## src/rtl/bls_pkg.sv

```systemverilog
// Shared constants, codes and types of the shallow-slope line generator.
`timescale 1ns / 1ps
`default_nettype none
package bls_pkg;

    localparam int COORD_BITS   = 10;
    localparam int COLOR_BITS   = 8;
    localparam int REG_BITS     = 11;
    localparam int ADDR_BITS    = 21;
    localparam int DEC_BITS     = COORD_BITS + 4;
    localparam int CFG_IDX_BITS = 1;
    // signed row offset, wide enough for either operand plus a sign
    localparam int DIFF_BITS    = ((REG_BITS > COORD_BITS) ? REG_BITS : COORD_BITS) + 1;
    localparam int PROD_BITS    = DIFF_BITS + REG_BITS + 1;

    localparam logic [REG_BITS-1:0] ROW_WIDTH_RESET = REG_BITS'(600);
    localparam logic [REG_BITS-1:0] MAX_ROW_RESET   = REG_BITS'(600);

    typedef enum logic {
        OP_LOAD = 1'b0,
        OP_STEP = 1'b1
    } t_op;

    typedef enum logic [CFG_IDX_BITS-1:0] {
        CFG_ROW_WIDTH = 1'b0,
        CFG_MAX_ROW   = 1'b1
    } t_cfg_idx;

    typedef struct packed {
        logic [REG_BITS-1:0] row_width;
        logic [REG_BITS-1:0] max_row;
    } t_cfg;

    // one result between the line stage and the address stage
    typedef struct packed {
        logic                  pix_valid;
        logic [COORD_BITS-1:0] x;
        logic [COORD_BITS-1:0] y;
        logic [COLOR_BITS-1:0] color;
        logic                  done;
        logic                  rejected;
    } t_pix;

endpackage
`default_nettype wire

```

## src/rtl/bls_in_if.sv

```systemverilog
// Input channel: load and step words.
`timescale 1ns / 1ps
`default_nettype none
interface bls_in_if;
    import bls_pkg::*;

    logic                  valid;
    logic                  ready;
    logic                  operation;
    logic [COORD_BITS-1:0] x_start;
    logic [COORD_BITS-1:0] y_start;
    logic [COORD_BITS-1:0] x_end;
    logic [COORD_BITS-1:0] y_end;
    logic [COLOR_BITS-1:0] color;

    modport source (output valid, operation, x_start, y_start, x_end, y_end, color,
                    input ready);
    modport sink   (input valid, operation, x_start, y_start, x_end, y_end, color,
                    output ready);
endinterface
`default_nettype wire

```

## src/rtl/bls_out_if.sv

```systemverilog
// Output channel: one result word per input word.
`timescale 1ns / 1ps
`default_nettype none
interface bls_out_if;
    import bls_pkg::*;

    logic                  valid;
    logic                  ready;
    logic                  pixel_valid;
    logic [COORD_BITS-1:0] pixel_x;
    logic [COORD_BITS-1:0] pixel_y;
    logic [ADDR_BITS-1:0]  pixel_address;
    logic [COLOR_BITS-1:0] pixel_color;
    logic                  line_done;
    logic                  rejected;

    modport source (output valid, pixel_valid, pixel_x, pixel_y, pixel_address,
                           pixel_color, line_done, rejected,
                    input ready);
    modport sink   (input valid, pixel_valid, pixel_x, pixel_y, pixel_address,
                          pixel_color, line_done, rejected,
                    output ready);
endinterface
`default_nettype wire

```

## src/rtl/bls_cfg_if.sv

```systemverilog
// Configuration write channel.
`timescale 1ns / 1ps
`default_nettype none
interface bls_cfg_if;
    import bls_pkg::*;

    logic                    valid;
    logic                    ready;
    logic [CFG_IDX_BITS-1:0] index;
    logic [REG_BITS-1:0]     data;

    modport source (output valid, index, data, input ready);
    modport sink   (input valid, index, data, output ready);
endinterface
`default_nettype wire

```

## src/rtl/bls_cfg.sv

```systemverilog
// Configuration registers: row stride and y flip row.
`timescale 1ns / 1ps
`default_nettype none
module bls_cfg (
    input  wire logic          i_clk,
    input  wire logic          i_rst_n,
    bls_cfg_if.sink            i_cfg,
    output bls_pkg::t_cfg      o_cfg
);
    import bls_pkg::*;

    t_cfg r_cfg;
    t_cfg n_cfg;

    assign i_cfg.ready = 1'b1;
    assign o_cfg       = r_cfg;

    always_comb begin
        n_cfg = r_cfg;
        if (i_cfg.valid) begin
            unique case (t_cfg_idx'(i_cfg.index))
                CFG_ROW_WIDTH: n_cfg.row_width = i_cfg.data;
                CFG_MAX_ROW:   n_cfg.max_row   = i_cfg.data;
                default:       n_cfg = r_cfg;
            endcase
        end
    end

    always_ff @(posedge i_clk) begin
        if (!i_rst_n) begin
            r_cfg.row_width <= ROW_WIDTH_RESET;
            r_cfg.max_row   <= MAX_ROW_RESET;
        end else begin
            r_cfg <= n_cfg;
        end
    end

endmodule
`default_nettype wire

```

## src/rtl/bls_core.sv

```systemverilog
// Line stage: endpoint setup, Bresenham stepping and the first result register.
`timescale 1ns / 1ps
`default_nettype none
module bls_core (
    input  wire logic     i_clk,
    input  wire logic     i_rst_n,
    bls_in_if.sink        i_in,
    input  wire logic     i_dn_ready,
    output logic          o_valid,
    output bls_pkg::t_pix o_pix
);
    import bls_pkg::*;

    localparam int CW = COORD_BITS;
    localparam logic signed [CW+1:0] Y_ONE = (CW+2)'(1);

    // control
    logic r_valid, n_valid;
    logic r_active, n_active;
    // line state
    logic [CW-1:0]              r_x, n_x;
    logic [CW-1:0]              r_y, n_y;
    logic [CW-1:0]              r_end_x, n_end_x;
    logic [CW-1:0]              r_end_y, n_end_y;
    logic signed [DEC_BITS-1:0] r_dec, n_dec;
    logic signed [DEC_BITS-1:0] r_inc_flat, n_inc_flat;
    logic signed [DEC_BITS-1:0] r_inc_diag, n_inc_diag;
    logic                       r_falling, n_falling;
    logic [COLOR_BITS-1:0]      r_color, n_color;
    t_pix                       r_pix, n_pix;

    logic                       accept;
    logic signed [CW:0]         dx, dy, ady;
    logic signed [DEC_BITS-1:0] dx_w, dy_w;
    logic                       reject;
    logic                       take_diag;
    logic [CW:0]                nx;
    logic signed [CW+1:0]       yc, ny, ye;
    logic                       done;

    assign i_in.ready = !r_valid || i_dn_ready;
    assign accept     = i_in.valid && i_in.ready;
    assign o_valid    = r_valid;
    assign o_pix      = r_pix;

    // load setup
    always_comb begin
        dx     = $signed({1'b0, i_in.x_end}) - $signed({1'b0, i_in.x_start});
        dy     = $signed({1'b0, i_in.y_end}) - $signed({1'b0, i_in.y_start});
        ady    = dy[CW] ? -dy : dy;
        reject = (dx <= 0) || (ady > dx);
        dx_w   = DEC_BITS'(dx);
        dy_w   = DEC_BITS'(dy);
    end

    // one step of the active line
    always_comb begin
        take_diag = r_falling ? (r_dec <= 0) : (r_dec >= 0);
        nx        = {1'b0, r_x} + (CW+1)'(1);
        yc        = $signed({2'b00, r_y});
        ye        = $signed({2'b00, r_end_y});
        if (!take_diag) begin
            ny = yc;
        end else if (r_falling) begin
            ny = yc - Y_ONE;
        end else begin
            ny = yc + Y_ONE;
        end
        done = (nx > {1'b0, r_end_x}) || (!r_falling && (ny > ye)) ||
               (r_falling && (ny < ye));
    end

    always_comb begin
        n_valid    = r_valid;
        n_active   = r_active;
        n_x        = r_x;
        n_y        = r_y;
        n_end_x    = r_end_x;
        n_end_y    = r_end_y;
        n_dec      = r_dec;
        n_inc_flat = r_inc_flat;
        n_inc_diag = r_inc_diag;
        n_falling  = r_falling;
        n_color    = r_color;
        n_pix      = r_pix;

        if (i_dn_ready) begin
            n_valid = 1'b0;
        end
        if (accept) begin
            n_valid = 1'b1;
            n_pix   = '0;
            unique case (t_op'(i_in.operation))
                OP_LOAD: begin
                    if (reject) begin
                        n_active       = 1'b0;
                        n_pix.rejected = 1'b1;
                    end else begin
                        n_active   = 1'b1;
                        n_x        = i_in.x_start;
                        n_y        = i_in.y_start;
                        n_end_x    = i_in.x_end;
                        n_end_y    = i_in.y_end;
                        n_falling  = dy[CW];
                        n_color    = i_in.color;
                        n_inc_flat = dy_w <<< 1;
                        n_inc_diag = dy[CW] ? (dy_w <<< 1) + (dx_w <<< 1)
                                            : (dy_w <<< 1) - (dx_w <<< 1);
                        n_dec      = dy[CW] ? (dy_w <<< 1) + dx_w
                                            : (dy_w <<< 1) - dx_w;
                    end
                end
                OP_STEP: begin
                    // idle step leaves an all-zero word
                    if (r_active) begin
                        n_pix.pix_valid = 1'b1;
                        n_pix.x         = r_x;
                        n_pix.y         = r_y;
                        n_pix.color     = r_color;
                        n_pix.done      = done;
                        n_x             = nx[CW-1:0];
                        n_y             = ny[CW-1:0];
                        n_dec           = r_dec + (take_diag ? r_inc_diag : r_inc_flat);
                        n_active        = !done;
                    end
                end
                default: n_pix = '0;
            endcase
        end
    end

    always_ff @(posedge i_clk) begin
        if (!i_rst_n) begin
            r_valid  <= 1'b0;
            r_active <= 1'b0;
        end else begin
            r_valid  <= n_valid;
            r_active <= n_active;
        end
    end

    always_ff @(posedge i_clk) begin
        r_x        <= n_x;
        r_y        <= n_y;
        r_end_x    <= n_end_x;
        r_end_y    <= n_end_y;
        r_dec      <= n_dec;
        r_inc_flat <= n_inc_flat;
        r_inc_diag <= n_inc_diag;
        r_falling  <= n_falling;
        r_color    <= n_color;
        r_pix      <= n_pix;
    end

    a_done_idles: assert property (@(posedge i_clk) disable iff (!i_rst_n)
        (r_valid && r_pix.done) |-> !r_active)
        else $error("line still active after its last pixel");

    a_reject_idles: assert property (@(posedge i_clk) disable iff (!i_rst_n)
        (r_valid && r_pix.rejected) |-> (!r_active && !r_pix.pix_valid))
        else $error("rejected load left a line running");

    a_blank_word: assert property (@(posedge i_clk) disable iff (!i_rst_n)
        (r_valid && !r_pix.pix_valid) |->
            (r_pix.x == '0 && r_pix.y == '0 && r_pix.color == '0 && !r_pix.done))
        else $error("non-pixel word carries pixel data");

endmodule
`default_nettype wire

```

## src/rtl/bls_addr.sv

```systemverilog
// Address stage: (max_row - y) * row_width + x into the output register.
`timescale 1ns / 1ps
`default_nettype none
module bls_addr (
    input  wire logic          i_clk,
    input  wire logic          i_rst_n,
    input  wire bls_pkg::t_cfg i_cfg,
    input  wire logic          i_valid,
    input  wire bls_pkg::t_pix i_pix,
    output logic               o_ready,
    bls_out_if.source          o_out
);
    import bls_pkg::*;

    logic                        r_valid, n_valid;
    t_pix                        r_pix;
    logic [ADDR_BITS-1:0]        r_addr, n_addr;
    logic signed [DIFF_BITS-1:0] row;
    logic signed [PROD_BITS-1:0] prod;
    logic                        load;

    assign o_ready = !r_valid || o_out.ready;
    assign load    = i_valid && o_ready;

    // row offset goes negative when y exceeds max_row; the low bits wrap correctly
    always_comb begin
        row    = $signed(DIFF_BITS'(i_cfg.max_row)) - $signed(DIFF_BITS'(i_pix.y));
        prod   = row * $signed({1'b0, i_cfg.row_width});
        n_addr = i_pix.pix_valid ? prod[ADDR_BITS-1:0] + ADDR_BITS'(i_pix.x) : '0;
    end

    always_comb begin
        n_valid = r_valid;
        if (o_out.ready) begin
            n_valid = 1'b0;
        end
        if (load) begin
            n_valid = 1'b1;
        end
    end

    always_ff @(posedge i_clk) begin
        if (!i_rst_n) begin
            r_valid <= 1'b0;
        end else begin
            r_valid <= n_valid;
        end
    end

    always_ff @(posedge i_clk) begin
        if (load) begin
            r_pix  <= i_pix;
            r_addr <= n_addr;
        end
    end

    assign o_out.valid         = r_valid;
    assign o_out.pixel_valid   = r_pix.pix_valid;
    assign o_out.pixel_x       = r_pix.x;
    assign o_out.pixel_y       = r_pix.y;
    assign o_out.pixel_address = r_addr;
    assign o_out.pixel_color   = r_pix.color;
    assign o_out.line_done     = r_pix.done;
    assign o_out.rejected      = r_pix.rejected;

    a_blank_addr: assert property (@(posedge i_clk) disable iff (!i_rst_n)
        (r_valid && !r_pix.pix_valid) |-> (r_addr == '0))
        else $error("non-pixel word carries an address");

    a_hold_stalled: assert property (@(posedge i_clk) disable iff (!i_rst_n)
        (r_valid && !o_out.ready) |=> (r_valid && $stable(r_addr)))
        else $error("stalled result word changed");

endmodule
`default_nettype wire

```

## src/rtl/bresenham_line_shallow_unit.sv

```systemverilog
// Top level of the shallow-slope Bresenham line generator.
//
//  channel  dir  handshake       word
//  i_in     in   valid / ready   operation, endpoints, color
//  o_out    out  valid / ready   pixel flags, x, y, address, color
//  i_cfg    in   valid / ready   register index, data (ready always high)
//
// One word in, one word out; a new word is taken every cycle when o_out drains.
// The line stage steps the error term and registers its word, then the address
// stage does the one 12x12 multiply-add and registers the result.
// Stalls on o_out back up through both stages to i_in.ready.
// Synchronous active-low reset idles the line and restores row_width/max_row to 600.
`timescale 1ns / 1ps
`default_nettype none
module bresenham_line_shallow_unit (
    input  wire logic i_clk,
    input  wire logic i_rst_n,
    bls_in_if.sink    i_in,
    bls_out_if.source o_out,
    bls_cfg_if.sink   i_cfg
);
    import bls_pkg::*;

    t_cfg cfg;
    t_pix line_pix;
    logic line_valid;
    logic addr_ready;

    bls_cfg u_cfg (
        .i_clk   (i_clk),
        .i_rst_n (i_rst_n),
        .i_cfg   (i_cfg),
        .o_cfg   (cfg)
    );

    bls_core u_core (
        .i_clk      (i_clk),
        .i_rst_n    (i_rst_n),
        .i_in       (i_in),
        .i_dn_ready (addr_ready),
        .o_valid    (line_valid),
        .o_pix      (line_pix)
    );

    bls_addr u_addr (
        .i_clk   (i_clk),
        .i_rst_n (i_rst_n),
        .i_cfg   (cfg),
        .i_valid (line_valid),
        .i_pix   (line_pix),
        .o_ready (addr_ready),
        .o_out   (o_out)
    );

endmodule
`default_nettype wire

```

## src/flat_wrapper.sv

```systemverilog
// flat-port wrapper written by rule: the top's interface ports become plain ports
module bresenham_line_shallow_unit_flat import bls_pkg::*;
  (i_clk, i_rst_n, i_in_valid, i_in_operation, i_in_x_start, i_in_y_start, i_in_x_end, i_in_y_end, i_in_color, i_in_ready, o_out_valid, o_out_pixel_valid, o_out_pixel_x, o_out_pixel_y, o_out_pixel_address, o_out_pixel_color, o_out_line_done, o_out_rejected, o_out_ready, i_cfg_valid, i_cfg_index, i_cfg_data, i_cfg_ready);
  bls_in_if i_in_i ();
  bls_out_if o_out_i ();
  bls_cfg_if i_cfg_i ();
  input  wire logic i_clk;
  input  wire logic i_rst_n;
  input wire logic [$bits(i_in_i.valid)-1:0] i_in_valid;
  input wire logic [$bits(i_in_i.operation)-1:0] i_in_operation;
  input wire logic [$bits(i_in_i.x_start)-1:0] i_in_x_start;
  input wire logic [$bits(i_in_i.y_start)-1:0] i_in_y_start;
  input wire logic [$bits(i_in_i.x_end)-1:0] i_in_x_end;
  input wire logic [$bits(i_in_i.y_end)-1:0] i_in_y_end;
  input wire logic [$bits(i_in_i.color)-1:0] i_in_color;
  output wire logic [$bits(i_in_i.ready)-1:0] i_in_ready;
  output wire logic [$bits(o_out_i.valid)-1:0] o_out_valid;
  output wire logic [$bits(o_out_i.pixel_valid)-1:0] o_out_pixel_valid;
  output wire logic [$bits(o_out_i.pixel_x)-1:0] o_out_pixel_x;
  output wire logic [$bits(o_out_i.pixel_y)-1:0] o_out_pixel_y;
  output wire logic [$bits(o_out_i.pixel_address)-1:0] o_out_pixel_address;
  output wire logic [$bits(o_out_i.pixel_color)-1:0] o_out_pixel_color;
  output wire logic [$bits(o_out_i.line_done)-1:0] o_out_line_done;
  output wire logic [$bits(o_out_i.rejected)-1:0] o_out_rejected;
  input wire logic [$bits(o_out_i.ready)-1:0] o_out_ready;
  input wire logic [$bits(i_cfg_i.valid)-1:0] i_cfg_valid;
  input wire logic [$bits(i_cfg_i.index)-1:0] i_cfg_index;
  input wire logic [$bits(i_cfg_i.data)-1:0] i_cfg_data;
  output wire logic [$bits(i_cfg_i.ready)-1:0] i_cfg_ready;
  assign i_in_i.valid = i_in_valid;
  assign i_in_i.operation = i_in_operation;
  assign i_in_i.x_start = i_in_x_start;
  assign i_in_i.y_start = i_in_y_start;
  assign i_in_i.x_end = i_in_x_end;
  assign i_in_i.y_end = i_in_y_end;
  assign i_in_i.color = i_in_color;
  assign i_in_ready = i_in_i.ready;
  assign o_out_valid = o_out_i.valid;
  assign o_out_pixel_valid = o_out_i.pixel_valid;
  assign o_out_pixel_x = o_out_i.pixel_x;
  assign o_out_pixel_y = o_out_i.pixel_y;
  assign o_out_pixel_address = o_out_i.pixel_address;
  assign o_out_pixel_color = o_out_i.pixel_color;
  assign o_out_line_done = o_out_i.line_done;
  assign o_out_rejected = o_out_i.rejected;
  assign o_out_i.ready = o_out_ready;
  assign i_cfg_i.valid = i_cfg_valid;
  assign i_cfg_i.index = i_cfg_index;
  assign i_cfg_i.data = i_cfg_data;
  assign i_cfg_ready = i_cfg_i.ready;
  bresenham_line_shallow_unit u_core (.i_clk(i_clk), .i_rst_n(i_rst_n), .i_in(i_in_i), .o_out(o_out_i), .i_cfg(i_cfg_i));
endmodule
```

## config.mk

```make
export PLATFORM = sky130hd
export DESIGN_NAME = bresenham_line_shallow_unit_flat
export DESIGN_NICKNAME = d
export VERILOG_FILES = /design/src/rtl/bls_pkg.sv /design/src/rtl/bls_in_if.sv /design/src/rtl/bls_out_if.sv /design/src/rtl/bls_cfg_if.sv /design/src/rtl/bls_cfg.sv /design/src/rtl/bls_core.sv /design/src/rtl/bls_addr.sv /design/src/rtl/bresenham_line_shallow_unit.sv /design/src/flat_wrapper.sv
export SDC_FILE = /design/constraint.sdc
export NUM_CORES = 1
export LEC_CHECK = 0
export BUFFER_PORTS_ARGS = -buffer_cell sky130_fd_sc_hd__buf_2
export CORE_MARGIN = 1.5
export CORE_UTILIZATION = 39
export CTS_CLUSTER_SIZE = 25
export DETAILED_ROUTE_END_ITERATION = 8
export MAX_ROUTING_LAYER = met4
export PLACE_DENSITY_LB_ADDON = 0.12
export SYNTH_ARGS = -nofsm -noshare
export SYNTH_HDL_FRONTEND = slang
export SYNTH_SLANG_ARGS = --single-unit
```

## constraint.sdc

```tcl
create_clock -name i_clk -period 14 [get_ports i_clk]
set_clock_uncertainty 0.1 [all_clocks]
set_input_delay 2.1 -clock i_clk [delete_from_list [all_inputs] [get_ports i_clk]]
set_output_delay 2.1 -clock i_clk [all_outputs]
set_load 0.02 [all_outputs]
```

* Yosys cells after proc, flatten, opt, wreduce, memory -nomap -nowiden
Index checks and enable logic that the tools add are counted.
** Storage, ports and cells
- Logic and storage cells :: 98
- Register bits after elaboration :: 196
- Bits of input ports :: 66
** Operators by class
- Reductions and logical operators :: 20
- $add $sub $neg :: 13
- Bitwise logic cells :: 3
- $mul :: 1
- Multiplexer cells :: 25
- Order comparisons :: 7
- Equality and inequality tests :: 2
** Operators with widths (number)
- 14-bit 2-to-1 mux :: 5
- 10-bit 2-to-1 mux :: 4
- 10-bit one-hot mux with 2 select lines :: 2
- 30-bit 2-to-1 mux :: 1
- 14-bit one-hot mux with 2 select lines :: 1
- 12-bit 2-to-1 mux :: 2
- 10-bit by 1-bit adder with 11-bit output (second input constant) :: 2
- 10-bit by 10-bit subtractor with 11-bit output :: 2
- 21-bit by 10-bit adder with 21-bit output :: 1
- 12-bit by 12-bit multiplier with 21-bit output :: 1
- 14-bit adder :: 1
- 14-bit by 1-bit greater-or-equal comparator with 1-bit output (second input constant) :: 1
- 14-bit by 1-bit <= comparator with 1-bit output (second input constant) :: 1
- 12-bit by 11-bit adder with 13-bit output :: 1
- 12-bit by 12-bit adder with 13-bit output :: 1
- 12-bit by 11-bit subtractor with 13-bit output :: 1
- 12-bit by 12-bit subtractor with 13-bit output :: 1
- 12-bit by 11-bit > comparator with 1-bit output :: 1
- 12-bit by 11-bit < comparator with 1-bit output :: 1
- 11-bit by 10-bit subtractor with 12-bit output :: 1
- 11-bit by 10-bit > comparator with 1-bit output :: 1
- 11-bit > comparator :: 1
- 11-bit by 1-bit <= comparator with 1-bit output (second input constant) :: 1
- 11-bit 2-to-1 mux :: 1
- other kinds (13) :: 36

* Longest topological paths before layout
- Depth in word-level cells :: 10
- Depth in mapped cells :: 29

* Cells and area by module
From an unflattened synthesis, not the netlist that was laid out.
** Unflattened totals
- Cell total of the unflattened synthesis :: 1773
- Area total of the unflattened synthesis :: 17500.5 um^2
** By module, submodules not included
- bls_core :: instances 1, cells each 920, seq. area each 3523.4 um^2, area an instance 9078.7 um^2
- bls_addr :: instances 1, cells each 759, seq. area each 1581.5 um^2, area an instance 7487.2 um^2
- bls_cfg :: instances 1, cells each 94, seq. area each 440.4 um^2, area an instance 934.6 um^2

* Worst setup path after synthesis
Ideal clock, no wire load.
- Path type :: input-to-reg
- Start :: input port i_in_y_end[0]
- End :: register u_core.u_core.r_color[0] (enable)
- Data arrival time :: 9.078 ns
- Cell stages on the path :: 20
- Path slack :: 4.300 ns
- Library setup time :: 0.523 ns
- Required time :: 13.377 ns
- Path through :: inv_1 -> ha_1 -> inv_1 -> fa_1 -> a21o_1 -> a211o_1 -> a2111oi_2 -> o41a_1 -> buf_2 -> buf_4 -> buf_2 -> o21ai_0 -> ha_1 -> nor2b_1 -> o21a_1 -> o21a_1 -> o211ai_1 -> a21oi_1 -> o21a_1 -> nor3_1
** On the way
- Longest elaborated chain between the ends :: 7
** RTL lines
- start: declaration :: line flat_wrapper.sv:14 : input wire logic [$bits(i_in_i.y_end)-1:0] i_in_y_end;
- 10-bit by 10-bit subtractor with 11-bit output * :: line bls_core.sv:49 : dy = $signed({1'b0, i_in.y_end}) - $signed({1'b0, i_in.y_start});
- net u_core.u_core.dy[10] :: line bls_core.sv:33 : logic signed [CW:0] dx, dy, ady;
- 11-bit negation :: line bls_core.sv:50 : ady = dy[CW] ? -dy : dy;
- 11-bit 2-to-1 mux * :: line bls_core.sv:50
- 11-bit > comparator * :: line bls_core.sv:51 : reject = (dx <= 0) || (ady > dx);
- 1-bit logical OR * :: line bls_core.sv:51
- 1-bit NOT (no source line) *
- 3-bit AND reduction (no source line) *
- end signal: assignment :: line bls_core.sv:151 : r_color <= n_color;
- end: declaration :: line bls_core.sv:29 : logic [COLOR_BITS-1:0] r_color, n_color;
Mark *: on every way through the listed nets, which the timed path passes. The rest lies on a longest branch.
A chain may end at the register's enable or synchronous reset.

* Worst setup path after layout
- Start :: register u_core.u_core.r_pix (netlist bit u_core.u_core.o_pix[10])
- End :: register u_core.u_addr.r_addr[17], in the netlist u_core.u_addr.o_out.pixel_address[17] (data pin)
** On the way
- Longest elaborated chain between the ends :: 3
** RTL lines
- start: declaration :: line bls_core.sv:30 : t_pix r_pix, n_pix;
- start signal: assignment :: line bls_core.sv:152 : r_pix <= n_pix;
- 11-bit by 10-bit subtractor with 12-bit output :: line bls_addr.sv:27 : row = $signed(DIFF_BITS'(i_cfg.max_row)) - $signed(DIFF_BITS'(i_pix.y));
- 12-bit by 12-bit multiplier with 21-bit output :: line bls_addr.sv:28 : prod = row * $signed({1'b0, i_cfg.row_width});
- 21-bit by 10-bit adder with 21-bit output :: line bls_addr.sv:29 : n_addr = i_pix.pix_valid ? prod[ADDR_BITS-1:0] + ADDR_BITS'(i_pix.x) : '0;
- end signal: assignment :: line bls_addr.sv:53 : r_addr <= n_addr;
- end: declaration :: line bls_addr.sv:17 : logic [ADDR_BITS-1:0] r_addr, n_addr;
Every way passes these cells.

==> metrics.md <==
| Metric | Value |
|---|---|
| Number of synthesized flops with an enable pin | `168` |
| Distinct cells, synth | `77` |
| DP HPWL | `33.30 mm` |
| Row cnt | `76` |
| Setup repair bufs after CTS | `0` |
| Clock transition at path regs | `roughly 80 ps` |
| Ys flop type | `edfxtp_1` |
| Routed length per instance | `16.61 µm` |
| Vias/cell | `4.979` |
| DR DRC count | `0` |
| Clock root buffer master | `clkbuf_16` |
| Worst Path Arrival | `7850 ps` |
| Syn nets | `between 2000 and 2500` |
| CTS tree | `done` |
| GRT Residual Overflow | `0` |
| First-pass GRT wire length | `67.39 mm` |
| Yosys reg bits | `between 150 and 200` |
| Tmin final | `7715 ps` |
| Ys Warns | `0` |
| Fin Setup TNS | `0 ps` |
| Vias in the first global route | `approximately 13000` |
| Detailed Route Iter0 Violations | `719` |
| Worst skew pair latency | `480 ps` |
| Post-Syn Area per Cell | `9.598 µm²` |
| Vias | `12337` |
| Synth Cell Area | `roughly 17000 µm²` |
| Slew Limit Fails | `0` |
| Core outline area | `~43000 µm²` |
| I/O Buffers | `about 120` |
| Clock Tree Buf Depth | `2` |
| VDD IR max | `141.1 µV` |
| LEAKAGE | `0.008497 µW` |
| Synth async-reset ratio | `0%` |
| Total Routing Usage GR | `19.99%` |
| Final Hold Viols | `0` |
| Tcrit/Tclk final | `55.11%` |
| Status | `completed` |
| Remaining antenna violation count | `0` |
| CP Class | `reg2reg` |
| Share of layout cells above drive strength 1 | `9.942%` |
| Horiz. Die Dim | `roughly 210 µm` |
| DP Worst Slack | `~6300 ps` |
| Mapped Cells | `1782` |
| Largest net degree at the start of global routing | `a little over 80` |
| Initial Utilization | `39.62%` |
| Sequential fraction of the synthesis area | `32.42%` |
| TritonCTS Buffers | `17` |
| DR pass1 iterations | `5` |
| Pwr dens | `173.5 nW/µm²` |
| H-tree depth | `4` |
| GPL Wtd Cong | `around 0.9` |
| Final WS setup | `6285 ps` |
| # nets final | `2237` |
| Crit. End Element | `flip-flop` |
| P&R area growth vs syn | `10.72%` |
| Worst Max-Slew Pin Slew | `roughly 1100 ps` |
| Post-CTS Resized | `0` |
| Die Ht | `212.4 µm` |
| Final wirelength | `41.15 mm` |
| Fmax | `about 130 MHz` |
| # IOs | `121` |
| Hold WC Path Type | `reg2reg` |
| Fill count | `4254` |
| Initial antenna violation count | `2` |
| Clock sinks | `193` |
| Worst Path Required | `about 14000 ps` |
| Hold_buf cts | `0` |
| Multi-input gate area | `10310 µm²` |
| Register area | `about 5500 µm²` |
| Setup Viol. Count Final | `0` |
| Die Area | `45120 µm²` |
| RSZ-0062 raised after global routing | `false` |
| Max-slew headroom | `25.10%` |
| CP startpoint kind | `flip-flop` |
| Critical path peak fanout | `11` |
| Max-Cap Viols | `0` |
| Core Util, Final | `between 40 and 50%` |
==> per-stage QoR <==
step	hold WS, ps	instances	power (µW)	cell area, µm²
2_1_floorplan	300.3	1782	2383	17100
3_3_place_gp	301.6	2444	2774	18330
3_5_place_dp	306.5	2444	2801	18330
4_1_cts	326.9	2476	3330	18930
5_1_grt	336.2	2478	3665	18940
6_report	324.6	2478	3285	18940
==> cells in the mapped netlist, drive strengths merged (3+ instances only) <==
| library cell | number | area (µm²) |
|---|---|---|
| nor2b | 41 | 256.5 |
| clkbuf | 49 | 183.9 |
| edfxtp | 168 | 5045 |
| and2 | 70 | 437.9 |
| a21o | 15 | 112.6 |
| ha | 167 | 2090 |
| nor2 | 78 | 292.8 |
| o2111a | 4 | 45.04 |
| a31oi | 8 | 50.05 |
| nand2 | 213 | 799.5 |
| mux2i | 4 | 40.04 |
| o21ai | 76 | 384.1 |
| inv | 276 | 1036 |
| nand2b | 14 | 87.58 |
| a21boi | 16 | 120.1 |
| a21oi | 61 | 305.3 |
| nor4 | 11 | 83.83 |
| o21a | 21 | 157.7 |
| and3 | 40 | 255.2 |
| o41ai | 3 | 33.79 |
| o21bai | 7 | 52.55 |
| or4 | 7 | 52.55 |
| mux2 | 4 | 45.04 |
| o31ai | 9 | 72.57 |
| o31a | 6 | 52.55 |
| xnor2 | 73 | 639.4 |
| nand4 | 8 | 50.05 |
| or3 | 10 | 62.56 |
| a211oi | 11 | 92.58 |
| a41oi | 6 | 52.55 |
| fa | 126 | 2522 |
| buf | 7 | 38.78 |
| o211ai | 6 | 45.04 |
| nor3 | 42 | 215.2 |
| o41a | 3 | 33.78 |
| xor2 | 26 | 227.7 |
| dfxtp | 25 | 500.5 |
| nand3 | 35 | 175.2 |
| a2111oi | 5 | 68.82 |
==> metal layers <==
| metal | vias up | track usage, % | routed length, µm |
|---|---|---|---|
| met1 | 5871 | 23.79 | 18350 |
| met3 | 57 | 3.855 | 1577 |
| met4 | 0 | 7.117 | 1016 |
| met2 | 231 | 33.71 | 20200 |
| li1 | 6178 | - | - |
| met5 | - | - | 0 |
==> state kept, by name, indices dropped and copies added (netlist names), 8 cells and up <==
name                               flops
u_core.u_core.r_dec                   14
u_core.u_addr.o_out.pixel_color        8
u_core.u_addr.o_out.pixel_address     21
u_core.u_addr.o_out.pixel_x           10
u_core.u_core.r_end_x                 10
u_core.u_core.r_x                     10
u_core.u_core.r_inc_diag              12
u_core.u_core.r_inc_flat              10
u_core.u_core.r_y                     10
u_core.u_core.o_pix                   31
u_core.u_core.r_color                  8
u_core.u_cfg.o_cfg                    22
u_core.u_addr.o_out.pixel_y           10
u_core.u_core.r_end_y                 10
==> layout by cell type (no fill, tap or decap), types with 9 or more instances in the layout <==
cell,count
o21ai_0,68
or3_1,10
nand2_1,213
nand3_1,35
o21a_1,21
dfxtp_1,25
and3_1,39
and2_1,69
xor2_1,26
nor3_1,40
a21oi_1,61
ha_1,167
buf_2,119
a21boi_0,16
inv_1,275
nor2_1,78
a211oi_1,9
nand2b_1,14
fa_1,126
nor4_1,10
nor2b_1,40
a21o_1,15
buf_4,14
xnor2_1,73
edfxtp_1,168
clkbuf_16,17
==> path summary, 6_finish.rpt <==
check                                                             end  cells after the start                                  start  slack [ps]
setup / recovery  u_core.u_addr.o_out.pixel_address[17]$_SDFFCE_PN0P_                     24  u_core.u_core.o_pix[10]$_SDFFCE_PN0P_        6290
hold / removal           u_core.u_addr.o_out.pixel_color[2]$_DFFE_PP_                      0   u_core.u_core.o_pix[4]$_SDFFCE_PN0P_         320
setup reg to reg  u_core.u_addr.o_out.pixel_address[17]$_SDFFCE_PN0P_                     24  u_core.u_core.o_pix[10]$_SDFFCE_PN0P_        6290
hold reg to reg          u_core.u_addr.o_out.pixel_color[2]$_DFFE_PP_                      0   u_core.u_core.o_pix[4]$_SDFFCE_PN0P_         320
==> power by group <==
part           switching [µW]  leakage [µW]  internal (µW)  total (µW)
sequential               24.1       0.00179            713         738
combinational            1140       0.00641            902        2040
clock                     264      0.000296            243         506
total                    1430       0.00850           1860        3290
==> cell families after synthesis <==
family	Yosys count	synth area share, %
mux	8	0.4974
fa+ha+maj	293	26.96
compound gates	270	10.54
flops	193	32.42
simple gates	585	16.99
other cells	1	0.02192
buf+inv	332	7.359
xor+xnor	100	5.201
==> cell type report <==
cell class / count / share of cell area (%)
inverters: 276 / 5.470
clock buffers: 17 / 2.246
repair buffers: 133 / 3.700
diodes: 2 / 0.02643
flip-flops and latches: 193 / 29.28
clock inverters: 15 / 0.9580
multi-input cells: 1257 / 54.45
well taps: 585 / 3.865
==> critical path, cell delays in order, from the launching register on <==
cell and delay [ps]:
edfxtp_1 410, ha_1 250, fa_1 410, nor2b_1 120
o21ai_0 110, a21oi_1 240, o21ai_0 180, xnor2_1 780
and2_1 260, fa_1 410, inv_1 80, fa_1 410
inv_1 80, fa_1 430, fa_1 490, inv_1 50
fa_1 520, inv_1 40, ha_1 240, a2111oi_0 630
o31ai_1 260, o41ai_2 410, o21ai_0 210, xor2_1 170
and2_1 160
(Power assumes the default switching activity.)
